**config.mk**
```make
export PLATFORM = sky130hd
export DESIGN_NAME = c2dc_ctrl
export DESIGN_NICKNAME = d
export VERILOG_FILES = /design/src/design/c2dc_pkg.sv /design/src/design/c2dc_ctrl.sv
export SDC_FILE = /design/constraint.sdc
export NUM_CORES = 1
export LEC_CHECK = 0
export BUFFER_PORTS_ARGS = -buffer_cell sky130_fd_sc_hd__buf_2
export CORE_MARGIN = 1.5
export CORE_UTILIZATION = 51
export CTS_CLUSTER_DIAMETER = 60
export DETAILED_ROUTE_END_ITERATION = 6
export GPL_TIMING_DRIVEN = 0
export PLACE_DENSITY_LB_ADDON = 0.1
export SLEW_MARGIN = 20
export SYNTH_ARGS = -nofsm -noshare
export SYNTH_HDL_FRONTEND = slang
export SYNTH_SLANG_ARGS = --single-unit
```
**constraint.sdc**
```tcl
create_clock -name clk -period 2.8 [get_ports clk]
set_clock_uncertainty 0.05 [all_clocks]
set_input_delay 0.84 -clock clk [delete_from_list [all_inputs] [get_ports clk]]
set_output_delay 0.84 -clock clk [all_outputs]
set_load 0.01 [all_outputs]
```
**src/design/c2dc_pkg.sv**
```systemverilog
package c2dc_pkg;

	// Default sizes of the stores
	localparam int DEF_MAX_SIZE_X  = 64;
	localparam int DEF_MAX_SIZE_Y  = 64;
	localparam int DEF_MAX_FILTERS = 16;
	localparam int DEF_FILTER_SIDE = 9;

	// Fixed field widths
	localparam int MODE_W    = 2;
	localparam int COORD_W   = 6;
	localparam int FSEL_W    = 4;
	localparam int TAP_IDX_W = 4;
	localparam int VAL_W     = 16;
	localparam int PROD_W    = 2 * VAL_W;
	localparam int SUM_W     = 39;
	localparam int SIZE_W    = 7;
	localparam int RAD_W     = 3;
	localparam int CFGI_W    = 2;
	localparam int CFGD_W    = 7;
	// Signed working width of a neighbor position (store extent up to 1024)
	localparam int POS_W     = 12;

	// Item modes
	localparam logic [MODE_W-1:0] MODE_TAP  = 2'd0;
	localparam logic [MODE_W-1:0] MODE_PIX  = 2'd1;
	localparam logic [MODE_W-1:0] MODE_CONV = 2'd2;

	// Register indexes
	localparam logic [CFGI_W-1:0] CFG_SIZE_X = 2'd0;
	localparam logic [CFGI_W-1:0] CFG_SIZE_Y = 2'd1;
	localparam logic [CFGI_W-1:0] CFG_RADIUS = 2'd2;

	typedef struct packed {
		logic                 accept;
		logic                 load;
		logic                 issue;
		logic                 first;
		logic                 last;
		logic [TAP_IDX_W-1:0] col;
		logic [TAP_IDX_W-1:0] row;
	} ctrl_cmd_t;

	typedef struct packed {
		logic                 conv_ok;
		logic                 done;
		logic [TAP_IDX_W-1:0] last_idx;
	} dp_stat_t;

endpackage

```
**src/design/c2dc_ctrl.sv**
```systemverilog
module c2dc_ctrl
	import c2dc_pkg::*;
(
	input  logic      clk,
	input  logic      arst_n,
	input  logic      start,
	input  dp_stat_t  stat,
	output ctrl_cmd_t cmd,
	output logic      busy
);

	localparam logic [1:0] ST_IDLE  = 2'd0;
	localparam logic [1:0] ST_RUN   = 2'd1;
	localparam logic [1:0] ST_DRAIN = 2'd2;

	logic [1:0]           state_q;
	logic [TAP_IDX_W-1:0] col_q;
	logic [TAP_IDX_W-1:0] row_q;
	logic                 row_end;
	logic                 col_end;

	assign busy    = (state_q != ST_IDLE);
	assign row_end = (row_q == stat.last_idx);
	assign col_end = (col_q == stat.last_idx);

	always_comb begin
		cmd        = '0;
		cmd.accept = start && !busy;
		cmd.load   = cmd.accept && stat.conv_ok;
		cmd.issue  = (state_q == ST_RUN);
		cmd.first  = (col_q == '0) && (row_q == '0);
		cmd.last   = row_end && col_end;
		cmd.col    = col_q;
		cmd.row    = row_q;
	end

	always_ff @(posedge clk or negedge arst_n) begin
		if (!arst_n) begin
			state_q <= ST_IDLE;
			col_q   <= '0;
			row_q   <= '0;
		end else begin
			case (state_q)
				ST_IDLE: begin
					if (cmd.load) begin
						col_q   <= '0;
						row_q   <= '0;
						state_q <= ST_RUN;
					end
				end
				ST_RUN: begin
					// step rows inside columns
					if (row_end) begin
						row_q <= '0;
						if (col_end) begin
							state_q <= ST_DRAIN;
						end else begin
							col_q <= col_q + 1'b1;
						end
					end else begin
						row_q <= row_q + 1'b1;
					end
				end
				ST_DRAIN: begin
					if (stat.done) begin
						state_q <= ST_IDLE;
					end
				end
				default: begin
					state_q <= ST_IDLE;
				end
			endcase
		end
	end

endmodule

```
-- Word-level counts from Yosys, hierarchy flattened
Cells that the tools add are included.
- add/sub/neg operators: 2
- multiply operators: 0
- divide/modulo/power cells: 0
- order comparisons: 0
- eq/ne operators: 9
- shift-type cells: 0
- mux-type cells: 11
- bitwise logic cells: 0
- reductions and logical operators: 13
- operator list (kind ; count):
    two-way mux 4 bit ; 4
    case mux 4 bit (2 select lines) ; 2
    adder 4 x 1 -> 4 bit (second input constant) ; 2
    equality test 4 bit ; 2
    logical NOT 4 bit ; 2
    two-way mux 2 bit ; 4
    AND reduction 4 bit ; 2
    != test 2 bit (second input constant) ; 3
    case mux 2 bit (3 select lines) ; 1
    logical AND 1 bit ; 4
    != test 2 x 1 -> 1 bit (second input constant) ; 2
    nonzero test 2 bit ; 2
    equality test 2 x 1 -> 1 bit (second input constant) ; 1
    equality test 2 bit (second input constant) ; 1
    logical NOT 2 bit ; 1
    AND reduction 2 bit ; 1
    logical NOT 1 bit ; 1
- bits in registers: 10
- bits in latches: 0
- RAM bits: 0
- ROM bits: 0
- input port bits: 9
- logic and storage cells: 38
- memories: 0

-- Depth between registers and ports, before layout
- depth after elaboration: 6
- depth in mapped cells: 5
- depth with buffers taken out: 5

-- Worst setup path before layout
No wires, ideal clock.
- path kind: input to output
- start: in stat[3] (netlist name)
- end: out cmd[8] (netlist name)
- data arrival time: 1.455 ns
- path slack: 0.455 ns
- stages: 3
- path buffers: 0
- path through: xnor2_1 nand4_1 nor2_1
- RTL lines (element ; line ; text):
    start: declaration ; c2dc_ctrl.sv:7 ; input dp_stat_t stat,
    end: declaration ; c2dc_ctrl.sv:8 ; output ctrl_cmd_t cmd,

==> run_results.csv <==
group,metric,value,unit
run_status,status,"finished, final reports clean",
clocking,cts-root-buf,"clkbuf_4",
synth,syn_area_per_cell,9.09,um^2
synth,synthSimpleGateAreaFrac,0.266,
detailed_routing,drt-met1-wl,688,um
setup_path,start_kind,"input pin",
timing,slew_headroom,0.789,
detailed_routing,highest_layer,"met4",
global_route,grt_overflow_total,0,
detailed_routing,routedWlPerCell,13.7,um
setup_path,rr_worst_depth,4,
setup_path,worst_path_max_delay_cell,"nand4_1",
clocking,clock_latency,0.27,ns
synth,synth_cells,75,
setup_path,path_max_fanout,7,
placed_design,io_buffers,22,
synth,synth_cell_types,30,
layout,nFillCells,98,
synth,synth_mux_area_frac,0.0294,
layout,fin_area,846,um^2
setup_path,worst-path-buf-inv,2,
clocking,htree_levels,1,
detailed_routing,first_pass_iters,4,
synth,yosysSeqAreaShare,0.367,
synth,ys.flop_type,"dfrtp_1",
layout,post-route-util,0.722,
global_route,grt_pass1_wl,2390,um
global_route,grt_max_degree,11,
power,p_per_area,939,mW/mm^2
placed_design,gp_congestion,0.728,
detailed_routing,met2_length,797,um
timing,tightest_slew,0.316,ns
detailed_routing,ant_nets,0,
layout,final_common_cell,"buf_2",
timing,setup-tns-final,0,ns
synth,synth_top_family_by_area,"simple AND/OR/NAND/NOR gates",
setup_path,cp.required,1.91,ns
timing,whs,0.371,ns
timing,fin_ws,0.0941,ns
min_path,hold_path.class,"input pin to async pin",
timing,max_freq,370,MHz
placed_design,place_inst,111,
timing,finalHoldViolations,0,
synth,netlist_area,682,um^2
synth,synthXorXnorAreaFrac,0.116,
setup_path,crit_type,"input pin to primary output",
clocking,postCtsSetupBuffers,0,
floorplan,rows,12,
synth,synthArstFlopShare,1.00,
detailed_routing,met3_length,65,um
detailed_routing,routed_via_density,5.67,
global_route,grtUsageTotal,0.239,
layout,diodes,0,
floorplan,io-pin-count,23,
detailed_routing,vias,652,
timing,setup_viol,0,
setup_path,cpMostUsedCell,"buf_2",
synth,synth_nets,88,
setup_path,endpoint_kind,"primary output",
floorplan,fp.dieW,39.6,um
placed_design,dp_slack,0.146,ns
setup_path,rr_endpoint,"col_q[3]",
global_route,antenna_found_initial,0,
setup_path,crit_path_max_incr_delay,0.31,ns
clocking,cts_sinks,10,
floorplan,initial_core_util,0.582,
power,peakVddDrop,448,uV
timing,finalCritPeriodShare,0.966,
synth,synth-compound-area-share,0.0991,
synth,ys_ff_latch,10,
placed_design,placed_cell_area,810,um^2
floorplan,die_h,39.6,um
synth,synth-edff-count,0,
floorplan,core_area,0.00117,mm^2
clocking,cts_tree,"built",
layout,final_nets,115,
detailed_routing,drt-total-wl,1570,um
clocking,clk_path_buf_depth,2,
timing,drv_slew,0,
placed_design,dp_hpwl,1170,um
setup_path,cp_top_family,"simple AND/OR/NAND/NOR gates",
layout,area_growth,24.0,%
layout,final_cell_mix,"buf_2, dfrtp_1, inv_1, xnor2_1, nand2_1",
detailed_routing,drc_errors,0,
detailed_routing,first_iter_violations,18,
setup_path,r2r_setup_slack,1.12,ns
setup_path,worstPathCellList,"buf_2 > xnor2_1 > nand4_1 > nor2_1 > buf_2",
power,p_total,0.795,mW
global_route,grt_pass1_vias,580,
synth,synth_warnings,0,
layout,drive_above_1_share,0.297,
job,max_cap_violations,0,
setup_path,arrival,1.82,ns
timing,rsz0062_at_grt,"no",
floorplan,die-area,0.00157,mm^2
setup_path,reg2reg_from,"row_q[0]",
clocking,clk_pin_slew,0.07,ns
power,p_leak,0.407,nW
synth,synth_fa_ha_area_frac,0.0734,
layout,stdcell_count,115,
clocking,cts_buffers,3,
timing,fin_crit,2.71,ns
-- final cells by class --
class,instances,area [um^2],area share
inverter,9,33.8,0.0399
clock buffer,4,36.3,0.0429
multi-input combinational,56,398,0.470
tap,14,17.5,0.0207
timing repair buffer,22,110,0.130
sequential,10,250,0.296
-- power by group --
part / total [mW] / switching [mW] / internal [mW]
clock network: 0.132 / 0.0535 / 0.0790
logic: 0.376 / 0.202 / 0.175
registers: 0.286 / 0.0887 / 0.197
total: 0.795 / 0.344 / 0.451
-- sequential cells by signal (all words and copies together) (netlist names) --
register / flops
state_q: 2
row_q: 4
col_q: 4
-- cell families (layout without fill, tap and decap cells) --
logic type | Yosys count | count (layout)
and+or+nand+nor | 31 | 31
DFF | 10 | 10
buffers and inverters | 9 | 35
AOI/OAI and AO/OA | 10 | 10
adders and majority gates | 4 | 4
muxes | 2 | 2
xor gates and xnor gates | 9 | 9
-- cells in the mapped netlist, types with 3 or more instances --
master | count | area [um^2]
xnor2_1 | 8 | 70.1
nor2_1 | 3 | 11.3
nand3_1 | 5 | 25.0
nand2_1 | 6 | 22.5
inv_1 | 8 | 30.0
ha_1 | 4 | 50.1
dfrtp_1 | 10 | 250
-- worst max path at each step --
stage | cells after the start | from | slack, ns | end
final | 5 | stat[3] | 0.09 | cmd[8]
after global placement | 5 | stat[3] | 0.16 | cmd[8]
after detailed placement | 5 | stat[3] | 0.15 | cmd[8]
after floorplan | 3 | stat[3] | 0.46 | cmd[8]
after CTS | 5 | stat[3] | 0.08 | cmd[8]
after global routing | 5 | stat[3] | 0.009 | cmd[8]
-- timing repair --
item / CTS / global route
hold buffers: 0 / 0
gates resized for setup: 0 / 0
endpoints found under the setup margin: 0 / 1
-- metal layers --
layer,vias up,track usage
met5,-,0
met4,0,0.121
met3,4,0.0682
met2,14,0.410
met1,315,0.263
li1,319,-
No activity file was read; power rests on OpenSTA's default activity.
